`src/rtl/i2cm_pkg.sv`:
```
// Package for the I2C master bit engine: command codes, phase codes and the
// queue entry type shared by the front end, the back end and the top level.
// No dependencies.
`timescale 1ns / 1ps

package i2cm_pkg;

	typedef enum logic [2:0] {
		FN_START = 3'd0,
		FN_STOP  = 3'd1,
		FN_WRITE = 3'd2,
		FN_READ  = 3'd3,
		FN_SACK  = 3'd4,
		FN_RACK  = 3'd5
	} func_t;

	// Position inside one written bit: data setup, clock high, clock low.
	typedef enum logic [1:0] {
		WB_DATA = 2'd0,
		WB_HIGH = 2'd1,
		WB_LOW  = 2'd2
	} wbit_t;

	localparam int unsigned BYTE_BITS = 8;
	localparam int unsigned PH_W      = 5;
	localparam logic [PH_W-1:0] LAST_WRITE = PH_W'(3 * BYTE_BITS - 1);
	localparam logic [PH_W-1:0] LAST_READ  = PH_W'(2 * BYTE_BITS);
	localparam logic [PH_W-1:0] LAST_SHORT = PH_W'(2);
	localparam logic [BYTE_BITS-1:0] MSB_MASK = 8'h80;

	// One classified tick waiting in the queue between front and back.
	typedef struct packed {
		logic            cmd_ok;    // command offered and its code is known
		func_t           func;
		logic [PH_W-1:0] last_ph;   // last phase index of the offered command
		logic [7:0]      wr_data;
		logic            ack_bit;
		logic            sda_line;
	} tick_t;

endpackage

```
`src/rtl/i2c_master_bit_engine.sv`:
```
// I2C master bit engine: one accepted request is one bus phase tick, one result per tick.
// An accepted request waits in the front-end queue; once popped, its result is registered.
// Throughput: one request per cycle while out_stall is low; the engine advances one phase
// per popped tick and the two-entry queue plus the output register decouple the sides.
// Reset (arst_n, asynchronous): engine idle, SCL and SDA released high, ack level one,
// shift registers zero, queue and output register empty. Uses i2cm_pkg, front and back.
`timescale 1ns / 1ps

module i2c_master_bit_engine import i2cm_pkg::*; (
	input  logic       clk,
	input  logic       arst_n,
	// Input channel: one bus tick per request.
	input  logic       in_valid,
	output logic       in_stall,
	input  logic       cmd_valid,
	input  logic [2:0] func,
	input  logic [7:0] wr_data,
	input  logic       ack_bit,
	input  logic       sda_line,
	// Output channel: bus levels and status after each tick.
	output logic       out_valid,
	input  logic       out_stall,
	output logic       scl,
	output logic       sda_drive,
	output logic       busy_res,
	output logic       done_res,
	output logic [7:0] rd_data,
	output logic       ack_level
);

	// The front end decodes each request as it arrives: whether a known command
	// is offered and how many phases it runs. Decoded ticks wait in a short queue.
	tick_t q_head;
	logic  q_valid;
	logic  q_pop;

	i2cm_front u_front (
		.clk       (clk),
		.arst_n    (arst_n),
		.in_valid  (in_valid),
		.in_stall  (in_stall),
		.cmd_valid (cmd_valid),
		.func      (func),
		.wr_data   (wr_data),
		.ack_bit   (ack_bit),
		.sda_line  (sda_line),
		.q_valid   (q_valid),
		.q_head    (q_head),
		.q_pop     (q_pop)
	);

	// The back end owns the bus state. It takes one tick from the queue whenever
	// its output register is empty or being drained, starts a command only when
	// idle (commands offered while busy are dropped) and runs one phase per tick while a command runs.
	i2cm_back u_back (
		.clk       (clk),
		.arst_n    (arst_n),
		.q_valid   (q_valid),
		.q_head    (q_head),
		.q_pop     (q_pop),
		.out_valid (out_valid),
		.out_stall (out_stall),
		.scl       (scl),
		.sda_drive (sda_drive),
		.busy_res  (busy_res),
		.done_res  (done_res),
		.rd_data   (rd_data),
		.ack_level (ack_level)
	);

endmodule

```
`src/rtl/i2cm_front.sv`:
```
// Front end of the I2C master bit engine: accepts tick requests, classifies
// the offered command and holds them in a two-entry queue. Uses i2cm_pkg.
`timescale 1ns / 1ps

module i2cm_front import i2cm_pkg::*; (
	input  logic       clk,
	input  logic       arst_n,
	input  logic       in_valid,
	output logic       in_stall,
	input  logic       cmd_valid,
	input  logic [2:0] func,
	input  logic [7:0] wr_data,
	input  logic       ack_bit,
	input  logic       sda_line,
	output logic       q_valid,
	output tick_t      q_head,
	input  logic       q_pop
);

	tick_t      slot_q [2];
	logic [1:0] count_q;
	logic       wr_ptr_q;
	logic       rd_ptr_q;
	logic       push;
	tick_t      entry;

	always_comb begin
		entry.cmd_ok   = cmd_valid && (func inside {[FN_START:FN_RACK]});
		entry.func     = func_t'(func);
		entry.wr_data  = wr_data;
		entry.ack_bit  = ack_bit;
		entry.sda_line = sda_line;
		case (func)
			FN_WRITE: entry.last_ph = LAST_WRITE;
			FN_READ:  entry.last_ph = LAST_READ;
			default:  entry.last_ph = LAST_SHORT;
		endcase
	end

	assign in_stall = (count_q == 2'd2);
	assign push     = in_valid && !in_stall;
	assign q_valid  = (count_q != 2'd0);
	assign q_head   = slot_q[rd_ptr_q];

	always_ff @(posedge clk) begin
		if (push) begin
			slot_q[wr_ptr_q] <= entry;
		end
	end

	always_ff @(posedge clk or negedge arst_n) begin
		if (!arst_n) begin
			count_q  <= 2'd0;
			wr_ptr_q <= 1'b0;
			rd_ptr_q <= 1'b0;
		end else begin
			if (push) begin
				wr_ptr_q <= ~wr_ptr_q;
			end
			if (q_pop) begin
				rd_ptr_q <= ~rd_ptr_q;
			end
			case ({push, q_pop})
				2'b10:   count_q <= count_q + 2'd1;
				2'b01:   count_q <= count_q - 2'd1;
				default: count_q <= count_q;
			endcase
		end
	end

	a_count_bound: assert property (@(posedge clk) disable iff (!arst_n)
		count_q <= 2'd2) else $error("queue count out of range");
	a_pop_nonempty: assert property (@(posedge clk) disable iff (!arst_n)
		q_pop |-> count_q != 2'd0) else $error("pop from empty queue");
	a_ptr_track: assert property (@(posedge clk) disable iff (!arst_n)
		(count_q == 2'd0 || count_q == 2'd2) |-> wr_ptr_q == rd_ptr_q)
		else $error("queue pointers disagree with count");

endmodule

```
`src/rtl/i2cm_back.sv`:
```
// Back end of the I2C master bit engine: runs one bus phase per queued tick
// while a command is active and presents the bus levels and status in an
// output register. Uses i2cm_pkg and is fed by i2cm_front.
`timescale 1ns / 1ps

module i2cm_back import i2cm_pkg::*; (
	input  logic       clk,
	input  logic       arst_n,
	input  logic       q_valid,
	input  tick_t      q_head,
	output logic       q_pop,
	output logic       out_valid,
	input  logic       out_stall,
	output logic       scl,
	output logic       sda_drive,
	output logic       busy_res,
	output logic       done_res,
	output logic [7:0] rd_data,
	output logic       ack_level
);

	logic            active_q;
	func_t           func_q;
	logic [PH_W-1:0] phase_q;
	logic [PH_W-1:0] last_q;
	wbit_t           wbit_q;
	logic [7:0]      tx_q;
	logic [7:0]      rx_q;
	logic            ack_q;
	logic            scl_q;
	logic            sda_q;
	logic            out_valid_q;

	logic            take;
	logic            act;
	func_t           fn;
	logic [PH_W-1:0] ph;
	logic [PH_W-1:0] last;
	wbit_t           wb;
	logic [7:0]      tx_cur;
	logic            done;
	logic            active_d;
	logic [PH_W-1:0] phase_d;
	wbit_t           wbit_d;
	logic [7:0]      tx_d;
	logic [7:0]      rx_d;
	logic            ack_d;
	logic            scl_d;
	logic            sda_d;

	assign q_pop = q_valid && (!out_valid_q || !out_stall);

	always_comb begin
		take   = !active_q && q_head.cmd_ok;
		act    = take || active_q;
		fn     = take ? q_head.func : func_q;
		ph     = take ? '0 : phase_q;
		last   = take ? q_head.last_ph : last_q;
		wb     = take ? WB_DATA : wbit_q;
		tx_cur = (take && q_head.func == FN_WRITE) ? q_head.wr_data : tx_q;
		tx_d   = tx_cur;
		rx_d   = rx_q;
		ack_d  = ack_q;
		scl_d  = scl_q;
		sda_d  = sda_q;
		done   = 1'b0;
		active_d = active_q;
		phase_d  = phase_q;
		wbit_d   = wbit_q;
		if (act) begin
			case (fn)
				FN_START: begin
					if (ph == '0) begin
						scl_d = 1'b1;
						sda_d = 1'b1;
					end else if (ph == PH_W'(1)) begin
						sda_d = 1'b0;
					end else begin
						scl_d = 1'b0;
					end
				end
				FN_STOP: begin
					if (ph == '0) begin
						sda_d = 1'b0;
					end else if (ph == PH_W'(1)) begin
						scl_d = 1'b1;
					end else begin
						sda_d = 1'b1;
					end
				end
				FN_WRITE: begin
					case (wb)
						WB_DATA: sda_d = |(tx_cur & MSB_MASK);
						WB_HIGH: scl_d = 1'b1;
						default: begin
							scl_d = 1'b0;
							tx_d  = {tx_cur[6:0], 1'b0};
						end
					endcase
				end
				FN_READ: begin
					if (ph == '0) begin
						sda_d = 1'b1;
					end else if (ph[0]) begin
						scl_d = 1'b1;
						rx_d  = {rx_q[6:0], q_head.sda_line};
					end else begin
						scl_d = 1'b0;
					end
				end
				FN_SACK: begin
					if (ph == '0) begin
						sda_d = q_head.ack_bit;
					end else if (ph == PH_W'(1)) begin
						scl_d = 1'b1;
					end else begin
						scl_d = 1'b0;
					end
				end
				default: begin
					if (ph == '0) begin
						sda_d = 1'b1;
					end else if (ph == PH_W'(1)) begin
						scl_d = 1'b1;
						ack_d = q_head.sda_line;
					end else begin
						scl_d = 1'b0;
					end
				end
			endcase
			if (ph == last) begin
				done     = 1'b1;
				active_d = 1'b0;
				phase_d  = '0;
				wbit_d   = WB_DATA;
			end else begin
				active_d = 1'b1;
				phase_d  = ph + PH_W'(1);
				wbit_d   = (wb == WB_LOW) ? WB_DATA : wbit_t'(wb + 2'd1);
			end
		end
	end

	always_ff @(posedge clk or negedge arst_n) begin
		if (!arst_n) begin
			active_q    <= 1'b0;
			func_q      <= FN_START;
			phase_q     <= '0;
			last_q      <= LAST_SHORT;
			wbit_q      <= WB_DATA;
			tx_q        <= '0;
			rx_q        <= '0;
			ack_q       <= 1'b1;
			scl_q       <= 1'b1;
			sda_q       <= 1'b1;
			out_valid_q <= 1'b0;
		end else begin
			if (q_pop) begin
				active_q <= active_d;
				phase_q  <= phase_d;
				wbit_q   <= wbit_d;
				tx_q     <= tx_d;
				rx_q     <= rx_d;
				ack_q    <= ack_d;
				scl_q    <= scl_d;
				sda_q    <= sda_d;
				if (take) begin
					func_q <= q_head.func;
					last_q <= q_head.last_ph;
				end
			end
			if (q_pop) begin
				out_valid_q <= 1'b1;
			end else if (!out_stall) begin
				out_valid_q <= 1'b0;
			end
		end
	end

	always_ff @(posedge clk) begin
		if (q_pop) begin
			scl       <= scl_d;
			sda_drive <= sda_d;
			busy_res  <= active_d;
			done_res  <= done;
			rd_data   <= rx_d;
			ack_level <= ack_d;
		end
	end

	assign out_valid = out_valid_q;

	a_done_idle: assert property (@(posedge clk) disable iff (!arst_n)
		out_valid_q && done_res |-> !busy_res) else $error("done while still busy");
	a_phase_bound: assert property (@(posedge clk) disable iff (!arst_n)
		active_q |-> phase_q <= last_q) else $error("phase past command end");
	a_idle_phase: assert property (@(posedge clk) disable iff (!arst_n)
		!active_q |-> phase_q == '0 && wbit_q == WB_DATA)
		else $error("idle engine holds a stale phase");
	a_pop_shows: assert property (@(posedge clk) disable iff (!arst_n)
		q_pop |=> out_valid_q) else $error("popped tick produced no result");

endmodule

```
`config.mk`:
```
export PLATFORM = sky130hd
export DESIGN_NAME = i2c_master_bit_engine
export DESIGN_NICKNAME = d
export VERILOG_FILES = /design/src/rtl/i2cm_pkg.sv /design/src/rtl/i2c_master_bit_engine.sv /design/src/rtl/i2cm_front.sv /design/src/rtl/i2cm_back.sv
export SDC_FILE = /design/constraint.sdc
export NUM_CORES = 1
export LEC_CHECK = 0
export ABC_CLOCK_PERIOD_IN_PS = 2700
export BUFFER_PORTS_ARGS = -buffer_cell sky130_fd_sc_hd__buf_4
export CAP_MARGIN = 40
export CORE_MARGIN = 2
export CORE_UTILIZATION = 56
export CTS_BUF_LIST = sky130_fd_sc_hd__clkbuf_8
export CTS_CLUSTER_SIZE = 16
export DETAILED_ROUTE_END_ITERATION = 16
export MAX_ROUTING_LAYER = met4
export PLACE_DENSITY = 0.76
export REMOVE_ABC_BUFFERS = 1
export SYNTH_ARGS = -nofsm -noshare
export SYNTH_HDL_FRONTEND = slang
export SYNTH_SLANG_ARGS = --single-unit
export TNS_END_PERCENT = 100
```
`constraint.sdc`:
```
create_clock -name clk -period 2.7 [get_ports clk]
set_input_delay 0.27 -clock clk [delete_from_list [all_inputs] [get_ports clk]]
set_output_delay 0.27 -clock clk [all_outputs]
set_load 0.03 [all_outputs]
```
## After elaboration in Yosys (flattened, before gate mapping)

Memories as Yosys holds them, arrays and structs flattened.
Index checks and enable logic that the tools add are counted.
Widths: inputs -> output; s select.

- Bits in registers: 53
- Latch bits: 0
- Memory bits (writable): 38
- ROM bits: 0
- Input bits: 18
- Output and inout bits: 15
- Word-level logic and storage cells: 112
- Memories: 1

- Add/sub/neg operators: 4
- Multipliers: 0
- Div/mod/pow operators: 0
- $lt $le $gt $ge: 2
- Equality and inequality tests: 15
- Shifts and indexed selects: 0
- Mux-type cells: 48
- Bitwise logic cells: 2
- Reductions and logical operators: 20

Memories:

| memory | depth | width | read ports | clocked after memory_dff | write ports | line | source |
|---|---|---|---|---|---|---|---|
| u_front.slot_q | 2 | 19 | 1 | 0 | 1 | i2cm_front.sv:20 | `tick_t slot_q [2];` |

Operator list:

| operator | count |
|---|---|
| $mux 8 | 8 |
| $mux 1 | 28 |
| $eq 3x2->1 const B | 5 |
| $mux 5 | 3 |
| $pmux 5 s2 | 1 |
| $pmux 1 s4 | 2 |
| $eq 2x2->1 const B | 3 |
| $logic_and 1x1->1 | 6 |
| $mux 2 | 3 |
| $add 5x1->5 const B | 1 |
| $eq 5x1->1 const B | 1 |
| $eq 5x5->1 | 1 |
| $logic_not 5->1 | 1 |
| $reduce_or 5->1 | 1 |
| $add 2x1->2 const B | 2 |
| $eq 2x1->1 const B | 2 |
| $logic_not 1->1 | 4 |
| $pmux 2 s2 | 1 |
| $reduce_bool 2->1 | 2 |
| $eq 3x1->1 const B | 1 |
| $eq 3x3->1 const B | 1 |
| $ge 3x1->1 const B | 1 |
| $le 3x3->1 const B | 1 |
| $logic_not 3->1 | 1 |
| 9 further kinds | 11 |

## Depth between registers and ports, before layout

- Depth after elaboration: 8
- Mapped depth: 11
- Mapped depth without buffers: 9

## Hierarchy

From an unflattened synthesis, not the netlist that was laid out.

- Cell total of the unflattened synthesis: 329
- Area total of the unflattened synthesis: 4142.7 µm²

Modules (own cells, without submodules):

| module | times used | cells each | area each (µm²) |
|---|---|---|---|
| i2cm_back | 1 | 252 | 2632.5 |
| i2cm_front | 1 | 77 | 1510.2 |

## Least setup slack after synthesis

Ideal clock, no wire load.

- Path kind: register -> register
- Start point: register u_front.rd_ptr_q
- End point: register u_back.rx_q[0]
- Arrival time: 2535 ps
- Slack: 40 ps
- Cell stages (with the launch flop): 11
- Path buffers: 2
- Period minus slack after synthesis: 2660 ps
- Cell sequence: dfrtp_1 > buf_6 > mux2_4 > nand2_1 > buf_4 > nand2_1 > ha_1 > a21boi_0 > nand4_4 > nor2_8 > mux2_2

- Cells in the longest elaborated chain, start to end: 7

Ends and longest elaborated chain:

| element | line | source |
|---|---|---|
| start, declared | i2cm_front.sv:23 | `logic rd_ptr_q;` |
| start signal, assigned | i2cm_front.sv:61 | `rd_ptr_q <= ~rd_ptr_q;` |
| $mem_v2 2x19 * | n/a |  |
| $logic_and 1x1->1 | i2cm_back.sv:54 | `take = !active_q && q_head.cmd_ok;` |
| $mux 5 | i2cm_back.sv:57 | `ph = take ? '0 : phase_q;` |
| $logic_not 5->1 or $mux 8 (tied branches) | i2cm_back.sv:102, i2cm_back.sv:104 |  |
| $mux 8 | i2cm_back.sv:102 | `if (ph == '0) begin` |
| $mux 8 | i2cm_back.sv:71 | `case (fn)` |
| $mux 8 * | i2cm_back.sv:70 | `if (act) begin` |
| end signal, assigned | i2cm_back.sv:163 | `rx_q <= rx_d;` |
| end, declared | i2cm_back.sv:28 | `logic [7:0] rx_q;` |

Mark *: on every way between the ends. The rest lies on a longest branch, timed or not.
A chain may end at the register's enable or synchronous reset.

## Worst setup path in the final report

- Start point: memory u_front.slot_q[1][18] (netlist name)
- End point: register u_back.rx_q[4]

- Cells in the longest elaborated chain, start to end: 7

Ends and longest elaborated chain:

| element | line |
|---|---|
| start, declared | i2cm_front.sv:20 |
| $mem_v2 2x19 * | n/a |
| $logic_and 1x1->1 * | i2cm_back.sv:54 |
| $mux 5 | i2cm_back.sv:57 |
| $logic_not 5->1 or $mux 8 (tied branches) | i2cm_back.sv:102, i2cm_back.sv:104 |
| $mux 8 | i2cm_back.sv:102 |
| $mux 8 | i2cm_back.sv:71 |
| $mux 8 * | i2cm_back.sv:70 |

Marks and branches as above.

==> impl_results.md <==
* Fin. Hold Viols at 0
* Total Wirelength at about 7.5 mm
* First-pass GRT wire length at between 10 and 15 mm
* CP max stage cell: edfxtp_1
* P per Cell Area at between 1000 and 1500 nW/um2
* Normalized max-slew margin at 44.6%
* Critical setup path kind: register to register
* N_diodes at 0
* Worst EP arrival at 2790 ps
* Seq cells post-synth at a little under 90
* Clock Skews at slightly above 10 ps
* Critical Path RT at roughly 3000 ps
* Synthesis Warnings at 0
* Worst skew pair latency at roughly 370 ps
* Pin count of the biggest net entering global routing at 41
* Vias at about 2700
* Synth area leaders: edfxtp_1 (34%), dfrtp_1 (22%), mux2_2 (6.3%)
* Port Buf Inserts at 32
* Crit end category: register
* Setup violators final at 0
* Std cell rows at 31
* Commonest cells after routing, fill and taps aside: edfxtp_1 (47), buf_4 (43), dfrtp_1 (36), nor2_1 (30), nand2_1 (26)
* Max-Cap Viols at 0
* Post-Synthesis Cells at roughly 330
* Crit path max fanout at 9
* Share of synthesized flip-flops with an asynchronous set or reset at a little under half
* Clk slew on worst S/H paths at approximately 90 ps
* Synth cell types at 63
* Layout area overhead at 13.8%
* Vias in the first global route at 2582
* Clk sinks at 87
* Yosys top cell area share at about a third
* Util after Layout at ~65%
* Seq/Total Area, Yosys at 58.8%
* Synth Cell Area at 4110 um2
* Critical path buffers and inverters at 1
* Clk root buf: clkbuf_8
* CTS tree: yes
* Io pins at 33
* Die Area at 8040 um2
* Nets at 390
* CP dominant cell by count: nand2_1
* Crit path time final at 2530 ps
* Ys flop type: edfxtp_1
* H-tree depth at 3
* Commonest non-fill, non-tap cell in the layout: edfxtp_1
* Fmax at 0.395 GHz
* Period utilization at ~94%
* Vias per cell at 5.70
* TritonRoute pass-1 iters at 4
* Share of post-route cells with drive strength above 1 at 26.7%
* Max Root-Sink Buffers at 2
* DRT iter0 DRCs at ~260
* Slowest stage delay, CP at ~440 ps
* Critical path, cell by cell: mux2_4, nand2_1, nand2_1, ha_1, a21boi_0, buf_4, nand4_4, nor2_8, mux2_2
* ANT nets after route at 0
* Top Family by Delay on Critical Path: simple AND/OR/NAND/NOR gates
* RePlAce Congestion at about 0.93
* GRT Total Usage at between 20% and 30%
* Leakage at ~1.9 nW
* Die width at 89.6 um
* Post-DP Area at roughly 4500 um2
* Worst slew pin tran at about 830 ps
* Initial antenna violation count at 0
* Initial Util at between 50% and 60%
* Most area-hungry cell type in the Yosys netlist: edfxtp_1
* Design Area, Final at around 4700 um2
* Residual DRC at 0
* Avg WL per Cell at between 15 and 20 um
* DP Wirelength at about 5 mm
* Area of the core at 7180 um2
* CP startpoint kind: register
* Chip height at between 80 and 90 um
* Avg Cell Area, Syn at between 10 and 15 um2
* Count of pins over their slew limit at 0
* Hold Crit Class: primary input to register
* Run status: completed
* Grt ovf at 0
* Fill cells at roughly 550
* TritonCTS Buffers at 9
* VDD IR-drop max at between 0.4 and 0.5 mV
* Post-synth EDFFs at 47
-- cells in the mapped netlist, types with 3 or more instances --
| library cell | instances |
|---|---|
| nor2_1 | 30 |
| nand2_1 | 26 |
| xnor2_1 | 9 |
| buf_2 | 5 |
| a211oi_1 | 6 |
| nand3_1 | 3 |
| a31oi_1 | 4 |
| nor3_1 | 4 |
| o21ai_0 | 17 |
| and3b_1 | 3 |
| dfrtp_1 | 36 |
| a221o_1 | 7 |
| inv_1 | 6 |
| clkbuf_1 | 3 |
| o21a_1 | 3 |
| edfxtp_1 | 47 |
| mux2_2 | 23 |
| nor2b_1 | 8 |
| mux2i_1 | 12 |
| a21oi_1 | 15 |
| nand2b_1 | 3 |
| dfstp_2 | 4 |
| buf_4 | 4 |
| o31ai_1 | 3 |
-- through the flow --
step,TNS (ps),cells,total power [mW],hold WS [ps],setup WS (ps)
floorplan,-25940,315,3.82,-25.6,-981
global placement,0,455,4.42,277,246
detailed placement,0,455,4.51,285,141
CTS,0,472,5.35,73.1,130
global route,-6.98,474,5.73,73.4,-5.64
finish,0,474,5.37,79.8,166
-- state kept, by name, indices dropped and copies added (netlist names), 2 cells and up --
| register | cells |
|---|---|
| u_front.slot_q | 34 |
| u_back.func_q | 3 |
| u_back.tx_q | 8 |
| u_back.phase_q | 5 |
| u_back.rx_q | 8 |
| u_back.rd_data | 8 |
| u_front.count_q | 2 |
| u_back.wbit_q | 2 |
| u_back.last_q | 5 |
-- worst reg2reg max path, stage by stage (launching register included) --
cell and delay (ps):
edfxtp_1 440, mux2_4 300, nand2_1 140, nand2_1 100, ha_1 250, a21boi_0 210
buf_4 170, nand4_4 230, nor2_8 230, mux2_2 360
-- final timing paths --
kind                                       startpoint              endpoint  slack (ps)  cells after the start
worst max-delay path            u_front.slot_q[1][18]        u_back.rx_q[4]         170                      9
worst max register to register  u_front.slot_q[1][18]        u_back.rx_q[4]         170                      9
worst min register to register         u_back.tx_q[6]        u_back.tx_q[6]         490                      2
worst min-delay path                       wr_data[4]  u_front.slot_q[0][6]          80                      1
max in group asynchronous                      arst_n          u_back.sda_q        1900                      2
min in group asynchronous                      arst_n      u_back.func_q[0]         410                      2
-- final cells by class --
type / count / area, um2 / share of cell area, %
clock buffer: 9 / 124 / 2.65
clock inverter: 7 / 55.1 / 1.18
inverter: 6 / 22.5 / 0.482
multi-input combinational: 222 / 1600 / 34.2
sequential: 87 / 2420 / 51.7
tap: 99 / 124 / 2.65
timing repair buffer: 44 / 333 / 7.12
-- power breakdown --
| group | total, mW | switching [mW] | internal (mW) |
|---|---|---|---|
| clock | 0.830 | 0.486 | 0.344 |
| combinational | 2.33 | 1.37 | 0.965 |
| sequential | 2.20 | 0.303 | 1.90 |
-- layer usage --
layer | vias up | GRT usage (%) | routed length, um
met3 | 16 | 3.56 | 359
met4 | 0 | 11.4 | 197
met5 | - | - | 0
met2 | 87 | 33.1 | 3580
met1 | 1278 | 27.8 | 3340
li1 | 1323 | - | -
-- logic make-up after synthesis --
kind of cell | after synthesis | share of synthesized area (%)
compound gates | 78 | 13.2
xor+xnor | 10 | 2.13
fa+ha+maj | 2 | 0.609
buf+inv | 19 | 2.44
flops | 87 | 58.8
mux | 37 | 10.1
simple gates | 95 | 12.6
-- what timing repair did --
item,4_1_cts,5_1_grt
endpoints found under the setup margin,0,9
buffers inserted,0,2
resized for setup,0,2
hold endpoints to repair,36,0
hold buffers,1,0
(Power assumes the default switching activity.)
